### src/sv/rad_pkg.sv
// Shared types and constants of the row area downscaler.
`default_nettype none
package rad_pkg;

	localparam int MAX_ROW_PIXELS = 4096;
	localparam int PIX_W = 32;
	localparam int POS_W = 13;
	localparam int IDX_W = 12;
	localparam int WS_W = 44;
	localparam int FP_BITS = 30;
	localparam int SCALE_W = 16;
	localparam int INV_W = 32;
	localparam int PROD_W = 24;
	localparam int TERM_W = 54;

	localparam int CFG_IDX_W = 2;
	localparam int CFG_DATA_W = 32;

	localparam logic [CFG_IDX_W-1:0] REG_SRC_WIDTH = 2'd0;
	localparam logic [CFG_IDX_W-1:0] REG_DST_WIDTH = 2'd1;
	localparam logic [CFG_IDX_W-1:0] REG_SCALE_FRAC = 2'd2;
	localparam logic [CFG_IDX_W-1:0] REG_INV_STEP = 2'd3;

	localparam logic [POS_W-1:0] WIDTH_RESET = 13'd1;
	localparam logic [POS_W-1:0] WIDTH_MAX = 13'(MAX_ROW_PIXELS);
	localparam logic [SCALE_W-1:0] SCALE_RESET = 16'hffff;
	localparam logic [INV_W-1:0] INV_RESET = 32'h4000_4000;
	localparam logic [INV_W-1:0] INV_MIN = 32'h4000_0000;
	localparam logic [INV_W-1:0] INV_MAX = 32'h8000_0000;

	localparam logic [FP_BITS:0] FP_ONE = 31'h4000_0000;
	localparam logic [TERM_W-1:0] ROUND_HALF = 54'h0000_2000_0000_0000;
	localparam logic [7:0] ALPHA_FULL = 8'hff;

	localparam int FIFO_DEPTH = 4;
	localparam int FIFO_AW = $clog2(FIFO_DEPTH);

	localparam logic [1:0] JOB_COPY = 2'd0;
	localparam logic [1:0] JOB_PAIR = 2'd1;
	localparam logic [1:0] JOB_AREA = 2'd2;

	typedef struct packed {
		logic [1:0] kind;
		logic [PIX_W-1:0] pix_a;
		logic [PIX_W-1:0] pix_m;
		logic [PIX_W-1:0] pix_b;
		logic [FP_BITS:0] w1;
		logic [FP_BITS-1:0] w2;
		logic [IDX_W-1:0] index;
		logic last;
	} rad_job_t;

endpackage
`default_nettype wire

### src/sv/rad_fifo.sv
// Small job queue between front end and arithmetic back end.
`default_nettype none
module rad_fifo (
	input  wire logic              clk,
	input  wire logic              arst_n,
	input  wire logic              push,
	input  wire rad_pkg::rad_job_t wdata,
	output logic                   full,
	input  wire logic              pop,
	output rad_pkg::rad_job_t      rdata,
	output logic                   empty
);
	import rad_pkg::*;

	rad_job_t mem_q [FIFO_DEPTH];
	logic [FIFO_AW-1:0] wp_q;
	logic [FIFO_AW-1:0] rp_q;
	logic [FIFO_AW:0] cnt_q;
	logic wr;
	logic rd;

	assign full = (cnt_q == (FIFO_AW+1)'(FIFO_DEPTH));
	assign empty = (cnt_q == '0);
	assign wr = push && !full;
	assign rd = pop && !empty;
	assign rdata = mem_q[rp_q];

	always_ff @(posedge clk or negedge arst_n) begin
		if (!arst_n) begin
			wp_q <= '0;
			rp_q <= '0;
			cnt_q <= '0;
		end else begin
			if (wr) begin
				wp_q <= wp_q + 1'b1;
			end
			if (rd) begin
				rp_q <= rp_q + 1'b1;
			end
			if (wr && !rd) begin
				cnt_q <= cnt_q + 1'b1;
			end else if (rd && !wr) begin
				cnt_q <= cnt_q - 1'b1;
			end
		end
	end

	always_ff @(posedge clk) begin
		if (wr) begin
			mem_q[wp_q] <= wdata;
		end
	end

endmodule
`default_nettype wire

### config.mk
export PLATFORM = sky130hd
export DESIGN_NAME = rad_fifo
export DESIGN_NICKNAME = d
export VERILOG_FILES = /design/src/sv/rad_pkg.sv /design/src/sv/rad_fifo.sv
export SDC_FILE = /design/constraint.sdc
export NUM_CORES = 1
export LEC_CHECK = 0
export BUFFER_PORTS_ARGS = -buffer_cell sky130_fd_sc_hd__clkbuf_2
export CAP_MARGIN = 20
export CORE_MARGIN = 5
export CORE_UTILIZATION = 57
export DETAILED_ROUTE_END_ITERATION = 10
export HOLD_SLACK_MARGIN = 0.15
export PLACE_DENSITY = 0.8
export SYNTH_ARGS = -nofsm -noshare
export SYNTH_HDL_FRONTEND = slang
export SYNTH_SLANG_ARGS = --single-unit
### constraint.sdc
create_clock -name clk -period 6.6 [get_ports clk]
set_input_delay 1.32 -clock clk [delete_from_list [all_inputs] [get_ports clk]]
set_output_delay 1.32 -clock clk [all_outputs]
set_load 0.02 [all_outputs]
; After elaboration in Yosys (flattened, before gate mapping)
; Memory sizes are Yosys's and may differ from the RTL's.
; Index checks and enable logic that the tools add are counted.
[word_totals]
n_memories = 1
register_bits = 7
mem_bits_rw = 688
in_bits = 176
elab_cells = 23
out_inout_bits = 174
[memory_table]
columns = memory, depth, word_bits, read_ports, rd_ports_with_merged_regs, write_ports, line_no
row1 = mem_q, 4, 172, 1, 0, 1, rad_fifo.sv:15  ; rad_job_t mem_q [FIFO_DEPTH];
[op_classes]
reduce_logical = 10
n_mux = 4
n_eq_ne = 1
addsub = 4
[op_table]
columns = cell, n
row1 = 3-bit two-way mux, 2
row2 = 2-bit by 1-bit adder with 2-bit output (second input constant), 2
row3 = 1-bit logical AND, 4
row4 = 1-bit logical NOT, 4
row5 = 3-bit by 1-bit adder with 3-bit output (second input constant), 1
row6 = 3-bit == test (second input constant), 1
row7 = 3-bit logical NOT, 1
row8 = 3-bit by 1-bit subtractor with 3-bit output (second input constant), 1
row9 = 1-bit two-way mux, 2
row10 = 2-bit nonzero test, 1

; Depth between registers and ports, before layout
; Gate-level depths: netlist of run 1.
[depth]
ltp_word = 7
ltp_mapped = 9
depth_no_buf = 8

; Least setup slack after synthesis of run 1
; Ideal clock, no wire load.
[synth_timing]
path_kind = input port to flip-flop
from = input port push
to = memory mem_q[0][0] (netlist bit), enable pin
slack_ns = 0.518
path_buffers = 1
setup_ns = 0.553
required_time_ns = 6.047
arrival_time_ns = 5.529
stages = 3
path_cell_list = nor2b_1 > buf_2 > and2_1
[synth_via]
elab_chain_cells = 3
[synth_lines]
columns = item, line_no
row1 = from (decl), rad_fifo.sv:6  ; input wire logic push,
row2 = 1-bit logical AND, rad_fifo.sv:24  ; assign wr = push && !full;
row3 = via wr, rad_fifo.sv:19  ; logic wr;
row4 = 1-bit two-way mux, rad_fifo.sv:49  ; if (wr) begin
row5 = 1-bit two-way mux (implied by the code), rad_fifo.sv:50  ; mem_q[wp_q] <= wdata;
row6 = to (decl), rad_fifo.sv:15
; The timed path passes the listed nets, and every way through them passes these cells.

==> flow_summary.yaml, run 1 <==
cts:
  cts_root_buf: "clkbuf_16"
  clock_sinks: 695
  cts_tree: "done"
  postCtsSetupBuffers: 0
  htree_levels: 3
  cts.repair.resized: 0
  clkTransAtPathRegs_ns: 0.06
  numCtsBuffers: 68
  clock_latency_ns: 0.59
  clockBufferDepth: 3
  ctsHoldBuffers: 0
synth:
  syn_nets: 1117
  yosysSeqAreaShare: 0.8216
  yosysTopAreaCell: "edfxtp_1"
  ys_seq_elements: 695
  synth_area_per_cell_sq_um: 27.12
  netlist_instances: 935
  synth_cell_types: 22
  ys_warn_count: 0
  synthTopCellsByArea: "edfxtp_1, mux4_2, buf_12, dfrtp_1, buf_2"
  synth_top_area_frac: 0.8147
  syn_area_sq_um: 25360
global_route:
  grt.total_usage: 0.2089
  grt_start_max_net_pins: 105
  gr-total-overflow: 0
  antenna_found_initial: 13
  first_global_vias: 12120
  grt_pass1_wl_mm: 76.82
timing:
  tightest_slew_ns: 1.098
  skew_ns: 0.01657
  fmax_mhz: 229.1
  period_minus_slack_ns: 4.366
  period_share: 0.6615
  rsz0062_at_grt: "false"
  fin_setup_tns_ns: 0
  slew-limit-headroom: 0.2677
  hold_ws_ns: 0.4960
  setup_viol: 0
  finalHoldViolCount: 0
  slew_violations: 0
floorplan:
  die_h_um: 220.9
  ios: 350
  dieArea_sq_um: 48810
  rows: 77
  coreArea_sq_um: 44120
  initial_core_util: 0.5747
  dieWidth_um: 220.9
worst_setup_path:
  critical_path.cell_chain: "buf_12, mux4_2, clkbuf_2"
  required_ns: 5.28
  critPathMaxFanout: 104
  critPathArrivalTime_ns: 3.05
  slowest_delay_ns: 1.13
  worstSetupPathType: "register to primary output"
  crit_slowest_cell: "dfrtp_4"
  endpoint_kind: "primary output"
  reg2reg_from: "cnt_q[2]"
  start_kind: "register"
  startpoint: "rp_q[1]"
finish:
  final_common_cell: "edfxtp_1"
  mostFrequentLayoutCells: "edfxtp_1, clkbuf_2, mux4_2"
  n_fill_cell: 2726
  area_delta_synth_final_pct: 17.54
  fin_nets: 1513
  layout-drive-gt1-share: 0.4644
  finalInstanceArea_sq_um: 29810
outcome:
  status: "completed"
placement:
  place.gp.congestion: 0.7766
  dpl_cell_area_sq_um: 27660
  dp_hpwl_mm: 30.37
  portBuffers: 349
detailed_routing:
  drc: 0
  drtIter0Drc: 1027
  wl_mm: 50.87
  routed_via_density: 5.764
  final_antenna_net_count: 0
  vias: 11370
  dr.pass1.iters: 5
  wire_per_inst_um: 25.80
run:
  drv_cap: 0
power:
  ir_drop_mv: 0.3786
  leakage_nw: 10.20
  p_per_area_nw_per_um2: 478.8
min_path:
  min_from: "cnt_q[2]"
  min_path_type: "register to register"
-- cell type report --
| class | instances | area (sq um) | area share |
|---|---|---|---|
| Clock buffer | 86 | 1896 | 0.06360 |
| Antenna cell | 4 | 10.01 | 0.0003358 |
| Timing Repair Buffer | 366 | 1982 | 0.06649 |
| Inverter | 4 | 15.01 | 0.0005037 |
| Sequential cell | 695 | 20840 | 0.6993 |
| Clock inverter | 29 | 216.5 | 0.007262 |
| Multi-Input combinational cell | 196 | 4104 | 0.1377 |
| Tap cell | 592 | 740.7 | 0.02485 |
-- report_power, final --
group / leakage, nW / switching, mW / internal (mW)
Sequential: 6.38 / 0.327 / 5.83
Clock: 1.03 / 1.52 / 2.14
Combinational: 2.79 / 2.71 / 1.74
Total: 10.2 / 4.56 / 9.71
-- critical path: cells and delay by family (launching register included) --
kind	cells	cell delay (ns)
flops	1	1.13
buf+inv	2	0.79
mux	1	0.46
-- cell usage after synthesis --
library cell and n:
edfxtp_1 688, mux4_2 172, buf_2 18, buf_12 11
buf_6 8, dfrtp_1 7, ha_1 5, and2_1 4
inv_1 4, xnor2_1 4, clkbuf_1 2, xor2_1 2
buf_4 1, fa_1 1, mux2_1 1, mux2_2 1
nand2_1 1, nand3_1 1, nor2_1 1, nor2b_1 1
nor3b_2 1, or3_1 1
-- stage by stage --
stage               total power, mW    util  std cells  setup slack, ns
detailed placement            10.73  0.6268       1852            2.666
floorplan                     9.461       -        935           0.5184
global placement              10.65  0.6268       1852            2.670
CTS                           14.43  0.6746       1967            1.987
finish                        14.27  0.6755       1972            2.234
global route                  14.90  0.6753       1969            2.118
-- cells by family after synthesis --
group         after synthesis  synth area share
buf+inv                    44           0.01697
flops                     695            0.8216
xor+xnor                    6          0.002072
simple gates               10          0.002467
fa+ha+maj                   6          0.003256
mux                       174            0.1536
-- sequential cells by signal, indices dropped and copies added (netlist names) --
name / flops
mem_q: 688
cnt_q: 3
rp_q: 2
wp_q: 2
-- metal layers --
metal | GRT usage | vias up | routed length (um)
met5 | 0 | - | 140
li1 | - | 4855 | -
met2 | 0.3269 | 433 | 24970
met3 | 0.08574 | 78 | 5368
met1 | 0.2790 | 5981 | 19450
met4 | 0.05562 | 20 | 953
-- final timing paths --
check	slack (ns)	end	cells after the start
setup / recovery	2.23	rdata[19]	3
setup reg to reg	3.58	mem_q[1][111]	4
min in group asynchronous	0.56	cnt_q[0]	1
hold reg to reg	0.50	cnt_q[2]	1
max in group asynchronous	5.85	rp_q[0]	1
hold / removal	0.50	cnt_q[2]	1
Power figures use the tool's default switching activity.
==> inputs of run 2 (changes only) <==
--- a/config.mk
+++ b/config.mk
@@ -8,10 +8,10 @@
 export BUFFER_PORTS_ARGS = -buffer_cell sky130_fd_sc_hd__clkbuf_2
 export CAP_MARGIN = 20
 export CORE_MARGIN = 5
-export CORE_UTILIZATION = 57
+export CORE_UTILIZATION = 51
 export DETAILED_ROUTE_END_ITERATION = 10
 export HOLD_SLACK_MARGIN = 0.15
-export PLACE_DENSITY = 0.8
+export PLACE_DENSITY = 0.76
 export SYNTH_ARGS = -nofsm -noshare
 export SYNTH_HDL_FRONTEND = slang
 export SYNTH_SLANG_ARGS = --single-unit
==> constraint.sdc (replaced) <==
create_clock -name clk -period 4 [get_ports clk]
set_input_delay 0.8 -clock clk [delete_from_list [all_inputs] [get_ports clk]]
set_output_delay 0.8 -clock clk [all_outputs]
set_load 0.02 [all_outputs]
==> run 2 against run 1 <==
Core utilization down 6.4 points. Routed wire length down 5.4%. Die area up 11%. Critical path type unchanged. Critical endpoint is now rdata[24]. Largest power group unchanged. Highest routed layer unchanged.
==> flow_summary.yaml, run 2 (synthesis results as in run 1) <==
timing:
  skew_ns: 0.01883
  tightest_slew_ns: 0.8198
  slew_violations: 0
  fmax_mhz: 313.6
  period_minus_slack_ns: 3.189
  finalHoldViolCount: 0
  setup_ws_ns: 0.8110
  setup_viol: 0
  rsz0062_at_grt: "false"
  fin_setup_tns_ns: 0
  slew-limit-headroom: 0.4534
  period_share: 0.7973
global_route:
  antenna_found_initial: 7
  grt_start_max_net_pins: 129
  gr-total-overflow: 0
  grt_pass1_wl_mm: 72.71
  first_global_vias: 11920
  grt.total_usage: 0.1795
worst_setup_path:
  critPathArrivalTime_ns: 2.39
  worstSetupPathType: "register to primary output"
  r2r_slack_ns: 1.55
  reg2reg_from: "cnt_q[2]"
  rr_endpoint: "mem_q[0][49]"
  endpoint_kind: "primary output"
  start_kind: "register"
  rr_worst_depth: 4
  critPathMaxFanout: 56
  required_ns: 3.20
detailed_routing:
  final_antenna_net_count: 0
  drc: 0
  wl_mm: 48.10
  dr.pass1.iters: 4
  routed_via_density: 5.430
  wire_per_inst_um: 23.44
  vias: 11140
  drtIter0Drc: 859
floorplan:
  rows: 81
  dieArea_sq_um: 54280
  initial_core_util: 0.5170
  coreArea_sq_um: 49050
  ios: 350
  dieWidth_um: 233.0
  die_h_um: 233.0
placement:
  portBuffers: 349
  place_ws_ns: 1.273
  dp_hpwl_mm: 29.47
  place.gp.congestion: 0.7215
cts:
  cts_root_buf: "clkbuf_16"
  clkTransAtPathRegs_ns: 0.06
  cts.repair.resized: 0
  clock_sinks: 695
  cts_tree: "done"
  clock_latency_ns: 0.58
  numCtsBuffers: 70
  clockBufferDepth: 3
  htree_levels: 3
min_path:
  whs_path_depth: 1
  min_from: "wdata[154]"
  min_path_type: "input port to register"
  hold_end: "mem_q[2][154]"
outcome:
  status: "completed"
finish:
  largest_reg_flops: 688
  area_delta_synth_final_pct: 18.26
  top_regs: "mem_q: 688 flops, cnt_q: 3 flops"
  top_register: "mem_q"
  final_common_cell: "edfxtp_1"
  mostFrequentLayoutCells: "edfxtp_1, clkbuf_2, mux4_2"
  layout-drive-gt1-share: 0.4588
  fin_nets: 1517
run:
  drv_cap: 0
power:
  ir_drop_mv: 0.6917
  p_per_area_nw_per_um2: 783.0
  leakage_nw: 10.23
## run 2: cell types whose count changed in the layout (fill, tap and decap cells not counted), sizes merged
| cell | before | now |
|---|---|---|
| clkbuf | 435 | 441 |
| clkinvlp | 4 | 2 |
| buf | 17 | 18 |
| bufinv | 3 | 4 |
| dlygate4sd3 | 0 | 1 |
| inv | 4 | 5 |
## run 2: power breakdown
group	internal [mW]	switching, mW	total [mW]
Clock	3.60	2.49	6.09
Sequential	9.62	0.322	9.94
Combinational	2.90	4.55	7.45
Total	16.1	7.36	23.5
## run 2: critical path, cell delays in order, from the launching register on
cell	delay (ns)
dfrtp_4	0.54
buf_12	0.39
mux4_2	0.60
clkbuf_2	0.18
## run 2: layout make-up
cell class	count	area (sq um)
fill	3380	19060
clock buffer	92	1908
clock inverter	29	237.7
sequential	695	20840
multi-input combinational	196	4104
antenna	4	10.01
timing repair buffer	368	2042
inverter	4	15.01
tap	664	830.8
## run 2: worst max path at each step
stage | startpoint | endpoint
after floorplan | push | mem_q[0][0]
after global placement | push | mem_q[2][56]
after detailed placement | push | mem_q[0][56]
after CTS | rp_q[0] | rdata[70]
after global routing | rp_q[0] | rdata[70]
final | rp_q[0] | rdata[24]
## run 2: metrics by stage
step	hold slack [ns]	util	power (mW)	std cells	instance area (sq um)
floorplan	0.4453	-	15.46	935	25360
global placement	0.4682	0.5672	17.58	1926	27820
detailed placement	0.4781	0.5672	17.71	1926	27820
CTS	0.3801	0.6112	23.87	2048	29980
global route	0.3925	0.6112	24.61	2049	29980
finish	0.4288	0.6114	23.48	2052	29990
## run 2: routing by layer
layer	share of wire	global-route usage	wire length (um)
met5	0.00083	0	40
met4	0.019	0.05446	930
met3	0.096	0.06370	4615
met2	0.50	0.2876	24100
met1	0.38	0.2354	18410
## run 2: repair_timing
action / in CTS / in global routing
hold buffers: 1 / 0
endpoints found under the hold margin: 7 / 0
buffers inserted: 0 / 0
