<file path="config.mk">
export PLATFORM = sky130hd
export DESIGN_NAME = rad_front
export DESIGN_NICKNAME = d
export VERILOG_FILES = /design/src/sv/rad_pkg.sv /design/src/sv/rad_front.sv
export SDC_FILE = /design/constraint.sdc
export NUM_CORES = 1
export LEC_CHECK = 0
export BUFFER_PORTS_ARGS = -buffer_cell sky130_fd_sc_hd__clkbuf_2
export CAP_MARGIN = 25
export CORE_ASPECT_RATIO = 0.6
export CORE_MARGIN = 3
export CORE_UTILIZATION = 30
export CTS_BUF_LIST = sky130_fd_sc_hd__clkbuf_8
export CTS_CLUSTER_SIZE = 16
export DETAILED_ROUTE_END_ITERATION = 10
export GPL_TIMING_DRIVEN = 0
export SLEW_MARGIN = 0
export SYNTH_ARGS = -nofsm -noshare
export SYNTH_HDL_FRONTEND = slang
export SYNTH_SLANG_ARGS = --single-unit
</file>
<file path="constraint.sdc">
create_clock -name clk -period 10.4 [get_ports clk]
set_clock_uncertainty 0.1 [all_clocks]
set_input_delay 1.56 -clock clk [delete_from_list [all_inputs] [get_ports clk]]
set_output_delay 1.56 -clock clk [all_outputs]
set_load 0.05 [all_outputs]
</file>
<file path="src/sv/rad_pkg.sv">
// Shared types and constants of the row area downscaler.
`default_nettype none
package rad_pkg;

	localparam int MAX_ROW_PIXELS = 4096;
	localparam int PIX_W = 32;
	localparam int POS_W = 13;
	localparam int IDX_W = 12;
	localparam int WS_W = 44;
	localparam int FP_BITS = 30;
	localparam int SCALE_W = 16;
	localparam int INV_W = 32;
	localparam int PROD_W = 24;
	localparam int TERM_W = 54;

	localparam int CFG_IDX_W = 2;
	localparam int CFG_DATA_W = 32;

	localparam logic [CFG_IDX_W-1:0] REG_SRC_WIDTH = 2'd0;
	localparam logic [CFG_IDX_W-1:0] REG_DST_WIDTH = 2'd1;
	localparam logic [CFG_IDX_W-1:0] REG_SCALE_FRAC = 2'd2;
	localparam logic [CFG_IDX_W-1:0] REG_INV_STEP = 2'd3;

	localparam logic [POS_W-1:0] WIDTH_RESET = 13'd1;
	localparam logic [POS_W-1:0] WIDTH_MAX = 13'(MAX_ROW_PIXELS);
	localparam logic [SCALE_W-1:0] SCALE_RESET = 16'hffff;
	localparam logic [INV_W-1:0] INV_RESET = 32'h4000_4000;
	localparam logic [INV_W-1:0] INV_MIN = 32'h4000_0000;
	localparam logic [INV_W-1:0] INV_MAX = 32'h8000_0000;

	localparam logic [FP_BITS:0] FP_ONE = 31'h4000_0000;
	localparam logic [TERM_W-1:0] ROUND_HALF = 54'h0000_2000_0000_0000;
	localparam logic [7:0] ALPHA_FULL = 8'hff;

	localparam int FIFO_DEPTH = 4;
	localparam int FIFO_AW = $clog2(FIFO_DEPTH);

	localparam logic [1:0] JOB_COPY = 2'd0;
	localparam logic [1:0] JOB_PAIR = 2'd1;
	localparam logic [1:0] JOB_AREA = 2'd2;

	typedef struct packed {
		logic [1:0] kind;
		logic [PIX_W-1:0] pix_a;
		logic [PIX_W-1:0] pix_m;
		logic [PIX_W-1:0] pix_b;
		logic [FP_BITS:0] w1;
		logic [FP_BITS-1:0] w2;
		logic [IDX_W-1:0] index;
		logic last;
	} rad_job_t;

endpackage
`default_nettype wire

</file>
<file path="src/sv/rad_front.sv">
// Front end: takes source pixels, tracks row and window position, issues output jobs.
`default_nettype none
module rad_front (
	input  wire logic                          clk,
	input  wire logic                          arst_n,
	input  wire logic                          push,
	output logic                               full,
	input  wire logic [rad_pkg::PIX_W-1:0]     pixel_in,
	input  wire logic [rad_pkg::POS_W-1:0]     src_width,
	input  wire logic [rad_pkg::POS_W-1:0]     dst_width,
	input  wire logic [rad_pkg::INV_W-1:0]     inv_step,
	input  wire logic                          q_full,
	output logic                               job_push,
	output rad_pkg::rad_job_t                  job,
	output logic                               busy
);
	import rad_pkg::*;

	logic [POS_W-1:0] sp_q;
	logic [POS_W-1:0] op_q;
	logic [WS_W-1:0] ws_q;
	logic [PIX_W-1:0] hf_q;
	logic [PIX_W-1:0] hm_q;
	logic mv_q;
	logic busy_q;
	logic [PIX_W-1:0] p_q;
	logic [POS_W-1:0] s_q;
	logic rend_q;

	logic acc;
	logic step;
	logic area_go;
	logic mode_copy;
	logic mode_pair;
	logic mode_area;
	logic row_end_a;
	logic hit_first;
	logic hit_mid;

	logic [PIX_W-1:0] it_p;
	logic [POS_W-1:0] it_s;
	logic it_rend;
	logic [PIX_W-1:0] it_hf;
	logic [PIX_W-1:0] it_hm;
	logic it_mv;

	logic [WS_W:0] x2_raw;
	logic [42:0] max_x;
	logic [42:0] x2;
	logic [POS_W-1:0] a2;
	logic [POS_W:0] a1;
	logic [FP_BITS:0] w1;
	logic [FP_BITS-1:0] w2;
	logic span2;
	logic need_ok;
	logic emit;
	logic [POS_W-1:0] op_inc;
	logic op_wrap;
	logic [POS_W-1:0] op_nx;
	logic [WS_W-1:0] ws_nx;
	logic [PIX_W-1:0] hf_nx;
	logic cont;

	assign full = busy_q || q_full;
	assign busy = busy_q;
	assign acc = push && !full;
	assign step = busy_q && !q_full;

	assign mode_copy = (dst_width == src_width);
	assign mode_pair = ({dst_width, 1'b0} == {1'b0, src_width});
	assign mode_area = !mode_copy && !mode_pair;
	assign area_go = (acc && mode_area) || step;

	assign row_end_a = ({1'b0, sp_q} + 14'd1) >= {1'b0, src_width};
	assign hit_first = ({1'b0, sp_q} == ws_q[WS_W-1:FP_BITS]);
	assign hit_mid = ({1'b0, sp_q} == (ws_q[WS_W-1:FP_BITS] + 14'd1));

	assign it_p = busy_q ? p_q : pixel_in;
	assign it_s = busy_q ? s_q : sp_q;
	assign it_rend = busy_q ? rend_q : row_end_a;
	assign it_hf = (!busy_q && hit_first) ? pixel_in : hf_q;
	assign it_hm = (!busy_q && hit_mid) ? pixel_in : hm_q;
	assign it_mv = (!busy_q && hit_mid) || mv_q;

	// window end, clamped to the row end
	assign x2_raw = {1'b0, ws_q} + {13'd0, inv_step};
	assign max_x = {src_width, 30'd0};
	assign x2 = (x2_raw > {2'b00, max_x}) ? max_x : x2_raw[42:0];
	assign a2 = x2[42:FP_BITS];
	assign a1 = ws_q[WS_W-1:FP_BITS];
	assign w1 = FP_ONE - {1'b0, ws_q[FP_BITS-1:0]};
	assign w2 = x2[FP_BITS-1:0];
	assign span2 = {2'b00, a2} >= ({1'b0, a1} + 15'd2);
	assign need_ok = (w2 != '0) ? ({1'b0, a2} <= {1'b0, it_s})
		: ({1'b0, a2} <= ({1'b0, it_s} + 14'd1));
	assign emit = (op_q < dst_width) && (need_ok || it_rend);

	assign op_inc = op_q + 13'd1;
	assign op_wrap = (op_inc[IDX_W-1:0] == '0);
	assign op_nx = op_wrap ? dst_width : {1'b0, op_inc[IDX_W-1:0]};
	assign ws_nx = x2_raw[WS_W-1:0];
	assign hf_nx = (ws_nx[WS_W-1:FP_BITS] == {1'b0, it_s}) ? it_p : it_hf;
	assign cont = !busy_q && !op_wrap;

	always_comb begin
		job = '0;
		job_push = 1'b0;
		if (area_go) begin
			job_push = emit;
			job.kind = JOB_AREA;
			job.pix_a = it_hf;
			job.pix_m = (span2 && it_mv) ? it_hm : '0;
			job.pix_b = it_p;
			job.w1 = w1;
			job.w2 = w2;
			job.index = op_q[IDX_W-1:0];
			job.last = (op_inc == dst_width);
		end else if (mode_copy) begin
			job_push = acc;
			job.kind = JOB_COPY;
			job.pix_a = pixel_in;
			job.index = sp_q[IDX_W-1:0];
			job.last = ({1'b0, sp_q} + 14'd1) >= {1'b0, dst_width};
		end else begin
			job_push = acc && sp_q[0];
			job.kind = JOB_PAIR;
			job.pix_a = hf_q;
			job.pix_b = pixel_in;
			job.index = sp_q[POS_W-1:1];
			job.last = ({1'b0, sp_q[POS_W-1:1]} + 13'd1) >= dst_width;
		end
	end

	always_ff @(posedge clk or negedge arst_n) begin
		if (!arst_n) begin
			sp_q <= '0;
			op_q <= '0;
			ws_q <= '0;
			hf_q <= '0;
			hm_q <= '0;
			mv_q <= 1'b0;
			busy_q <= 1'b0;
		end else begin
			if (acc) begin
				sp_q <= row_end_a ? '0 : sp_q + 13'd1;
			end
			if (acc && mode_pair && !sp_q[0]) begin
				hf_q <= pixel_in;
			end
			if (area_go) begin
				busy_q <= 1'b0;
				hm_q <= it_hm;
				if (emit) begin
					hf_q <= hf_nx;
					mv_q <= 1'b0;
					if (cont || !it_rend) begin
						op_q <= op_nx;
						ws_q <= ws_nx;
					end else begin
						op_q <= '0;
						ws_q <= '0;
					end
					if (cont) begin
						busy_q <= 1'b1;
					end
				end else begin
					hf_q <= it_hf;
					if (it_rend) begin
						op_q <= '0;
						ws_q <= '0;
						mv_q <= 1'b0;
					end else begin
						mv_q <= it_mv;
					end
				end
			end else if (acc && row_end_a) begin
				op_q <= '0;
				ws_q <= '0;
				mv_q <= 1'b0;
			end
		end
	end

	always_ff @(posedge clk) begin
		if (acc) begin
			p_q <= pixel_in;
			s_q <= sp_q;
			rend_q <= row_end_a;
		end
	end

endmodule
`default_nettype wire

</file>
======== Yosys cells after proc, flatten, opt, wreduce, memory -nomap -nowiden ========
Index checks and enable logic that the tools add are counted.
cells by class
  add/subtract/negate cells ............... 9
  magnitude comparators ................... 8
  eq/ne operators ......................... 7
  mux-type cells .......................... 40
  reduce and logical (&&, ||, !) cells .... 31
operators with widths
  operator                  count
  $mux W32                  11
  $mux W44                  5
  $mux W13                  10
  $mux W61                  1
  $add A44 B32 Y45          1
  $gt A45 B43 Y1            1
  $mux W43                  1
  $mux W34                  1
  $mux W33                  1
  $sub A31 B30 Y31 const A  1
  $reduce_bool A30 Y1       1
  $add A13 B1 Y14 const B   2
  $eq A13 B14 Y1            2
  $eq A14 B13 Y1            2
  $ge A14 B13 Y1            2
  $add A13 B1 Y13 const B   2
  $eq A13 B13 Y1            2
  $add A14 B2 Y15 const B   1
  $ge A13 B15 Y1            1
  $add A14 B1 Y14 const B   1
  $le A13 B14 Y1            1
  $add A12 B1 Y13 const B   1
  $ge A13 B13 Y1            1
  $le A13 B13 Y1            1
  9 further kinds           42
word-level totals
  register bits ........................... 182
  input port bits ......................... 94
  output and inout port bits .............. 175
  logic and storage cells ................. 105

======== Logic depth before layout (Yosys ltp) ========
  depth in word-level cells ............... 9
  mapped depth ............................ 37
  gate-level depth less buffers ........... 31

======== Worst setup path before layout ========
OpenSTA, ideal clock, no wires.
  path kind ............................... input to output
  from .................................... input inv_step[8] (netlist name)
  to ...................................... output job[107] (netlist name)
  data arrival time ....................... 8.941 ns
  data required time ...................... 8.740 ns
  path slack .............................. -0.201 ns
  stages .................................. 33
  buffers on the path ..................... 4
  path through ............................ ha_1 buf_2 a21oi_1 o21ba_2 and2_1 a21boi_1 o21ai_0 nor2b_1 or3b_2 a41o_1 xnor2_1 ha_1 nor2b_1 o21a_1 o21a_1 o21ai_0 a21oi_1 o22ai_1 clkbuf_1 o21a_1 clkbuf_1 o21ai_0 ha_1 nand2_1 nand2_1 a21o_1 maj3_2 a2111oi_2 o31ai_1 maj3_2 a221oi_4 buf_6 nor4_1
RTL lines
  element      RTL line         text
  from (decl)  rad_front.sv:11  input wire logic [rad_pkg::INV_W-1:0] inv_step,
  to (decl)    rad_front.sv:14  output rad_pkg::rad_job_t job,

==> metrics.md <==
| Metric | Value |
|---|---|
| Fin util | `37.2%` |
| Clk slew on worst S/H paths | `0.09 ns` |
| DIE WIDTH | `313 µm` |
| DRC viols | `0` |
| Num CTS Buffers | `17` |
| IO buf count | `262` |
| CP max stage delay | `0.46 ns` |
| Row count | `66` |
| Via-to-Cell Ratio | `5.74` |
| Drt first pass iters | `7` |
| Filler cell count | `5,665` |
| Most frequent CP cell | `nand2_1` |
| Largest net degree at the start of global routing | `88` |
| Req. time, crit path | `8.74 ns` |
| Rel. slew slack | `27.4%` |
| Total wire length | `71,900 µm` |
| GPL Wtd Cong | `0.971` |
| H-tree levels | `4` |
| Hold buffers post-CTS | `0` |
| Area occupied by registers | `4780 µm²` |
| Peak supply drop | `0.000140 V` |
| Hold Vio Cnt, Final | `0` |
| CTS tree | `yes` |
| EDFF count, synth | `46` |
| ANT cells | `0` |
| Initial core utilization | `30.8%` |
| Min-Delay Startpoint | `sp_q[10]$_DFFE_PN0P_` |
| HPWL after detailed placement | `57,000 µm` |
| Area of the core | `55,100 µm²` |
| Tcrit/Tclk final | `97.8%` |
| Inst Count DP | `3,023` |
| Status | `finished, final reports clean` |
| Crit path from | `inv_step[12]` |
| Vias | `17,711` |
| MaxCap Viol Count | `0` |
| Worst-Skew Late Latency | `0.52 ns` |
| Hold WC Path Type | `reg2reg` |
| Gr usage total | `23.4%` |
| Top-count cell post-synth | `nand2_1` |
| Synthesized area | `17,000 µm²` |
| Layout cells sized above 1 | `24.5%` |
| Synth warn | `0` |
| Crit path max fanout | `10` |
| Slew of the pin with the lowest slew margin | `1.08 ns` |
| Worst Path Class, Setup | `in2out` |
| CTS sink cnt | `182` |
| Largest cells by area after synthesis | `dfrtp_1 20%, ha_1 10%, edfxtp_1 8.1%, xnor2_1 5.3%, nand2_1 4.4%` |
| Total gr overflow | `0` |
| Final setup viols | `0` |
| Die Y | `190 µm` |
| Worst setup SP type | `input pin` |
| RR Startpoint | `ws_q[7]$_DFFE_PN0P_` |
| # IOs | `269` |
| Multi-input gate area | `11,700 µm²` |
| Initial antenna violation count | `0` |
| Die ar. | `59,600 µm²` |
| Static Leak | `8.98 nW` |
| Max Fclk | `98.3 MHz` |
| Synth unique cells | `91` |
| Initial DRC count | `2,105` |
| Post-synth top area share | `20.0%` |
| Synth area leader | `dfrtp_1` |
| Max clock buf depth | `2` |
| Vias in the first global route | `16,492` |
| Critical path's slowest cell | `or3_4` |
| Post-route setup TNS | `0 ns` |
| Synthesis-stage register bit count | `182` |
| Pwr/cell area | `303 nW/µm²` |
| ANT nets after route | `0` |
| Crit path arrival time | `8.52 ns` |
| Syn Area/Cell | `8.45 µm²` |
| Synth cell count leaders | `197 x nand2_1, 182 x nor2_1, 136 x dfrtp_1` |
| First-pass GRT wire length | `105,000 µm` |
| Syn_nets | `2,240` |
| Asr flop ratio synth | `74.7%` |
| Root buf cell | `clkbuf_8` |
| Post-layout net count | `2,554` |
| Max Slew Vio Count | `0` |
| CP endpoint kind | `output port` |
| WL per Instance | `23.3 µm` |
| Post-Syn Instances | `2,010` |
| Ys flop type | `dfrtp_1` |
| Sequential area share after synthesis | `28.2%` |
| Area grow syn2layout | `20.6%` |
| Layout Cells excl Fill | `3,085` |
| Tmin final | `10.18 ns` |
critical path, delay by kind of cell:
kind            cells  cell delay (ns)
xor+xnor            1             0.13
simple gates       12             1.81
buf+inv             8             1.17
compound gates     10             2.29
fa+ha+maj           5             1.51
flip-flops by register name, summed over array words and instances, names as in the netlist, 13 cells and up:
name	count
s_q	13
hf_q	32
op_q	13
p_q	32
ws_q	44
hm_q	32
sp_q	13
report_power, final:
group,total (W),switching (W),internal [W]
sequential,0.00119,0.000227,0.000960
clock,0.000591,0.000319,0.000272
combinational,0.00443,0.00296,0.00147
total,0.00621,0.00351,0.00270
cells in the final DEF, fill, tap and decap left out, types with 21 or more instances in the layout:
| cell type | instances |
|---|---|
| clkbuf_2 | 233 |
| nand2_1 | 197 |
| nor2_1 | 175 |
| dfrtp_1 | 136 |
| ha_1 | 129 |
| inv_1 | 98 |
| xnor2_1 | 98 |
| clkbuf_1 | 89 |
| a21oi_1 | 76 |
| xor2_1 | 74 |
| o21ai_0 | 70 |
| mux2_2 | 65 |
| nor4_1 | 54 |
| buf_4 | 48 |
| edfxtp_1 | 46 |
| nand3_1 | 45 |
| or2_2 | 38 |
| a31oi_1 | 37 |
| a21o_1 | 36 |
| buf_2 | 36 |
| o31ai_1 | 34 |
| nor3_1 | 33 |
| nand4_1 | 33 |
| o221a_2 | 33 |
| mux2i_1 | 29 |
| a22o_1 | 28 |
| and3_1 | 23 |
| o2bb2ai_1 | 21 |
layer usage:
layer  up-vias  share of wire [%]  wire (µm)  track usage, %
met2       950                 38      27300            30.4
met3        55                 13       9380            8.46
met4         0                1.1        770            4.10
met5         -                  0          0               0
li1       7955                  -          -               -
met1      8751                 48      34400            36.3
layout make-up:
| class | instances | share of cell area [%] |
|---|---|---|
| multi-input combinational | 1592 | 57.1 |
| sequential | 182 | 23.4 |
| timing repair buffer | 300 | 8.10 |
| tap | 748 | 4.57 |
| buffer | 134 | 2.95 |
| inverter | 97 | 1.78 |
| clock buffer | 18 | 1.21 |
| clock inverter | 14 | 0.965 |
cell families (layout without fill, tap and decap cells):
| group | Yosys count | in the layout | share of synthesized area [%] |
|---|---|---|---|
| and+or+nand+nor | 691 | 691 | 19.7 |
| xor gates and xnor gates | 181 | 181 | 9.38 |
| buffers and inverters | 236 | 563 | 5.58 |
| muxes | 94 | 94 | 6.02 |
| DFF | 182 | 182 | 28.2 |
| adders and majority gates | 139 | 139 | 10.3 |
| AOI/OAI and AO/OA | 487 | 487 | 20.8 |
metrics by stage:
step           cell area, µm²  worst slack (ns)  hold WS [ns]  power (W)
6_report                20500             0.225         0.353    0.00621
4_1_cts                 20100         0.0000311         0.355    0.00602
3_5_place_dp            19300             -1.95         0.331    0.00527
3_3_place_gp            19200             -1.94         0.329    0.00521
5_1_grt                 20500           -0.0791         0.377    0.00655
2_1_floorplan           17000            -0.201         0.323    0.00410
path summary, 6_finish.rpt:
check                                       endpoint  slack [ns]  cells past startpoint
min in group asynchronous       hf_q[28]$_DFFE_PN0P_        0.88                      1
worst max-delay path                        job[108]        0.22                     36
worst min-delay path               s_q[10]$_DFFE_PP_        0.35                      0
max in group asynchronous        ws_q[0]$_DFFE_PN0P_        8.38                      2
worst max register to register  ws_q[39]$_DFFE_PN0P_        1.87                     33
worst min register to register     s_q[10]$_DFFE_PP_        0.35                      0
timing repair:
action                     4_1_cts  5_1_grt
pin swaps                       13       17
buffers inserted                15       20
setup endpoints to repair      103       33
gates resized for setup         65       93
Note: power is estimated with default switching activity, not from simulation.
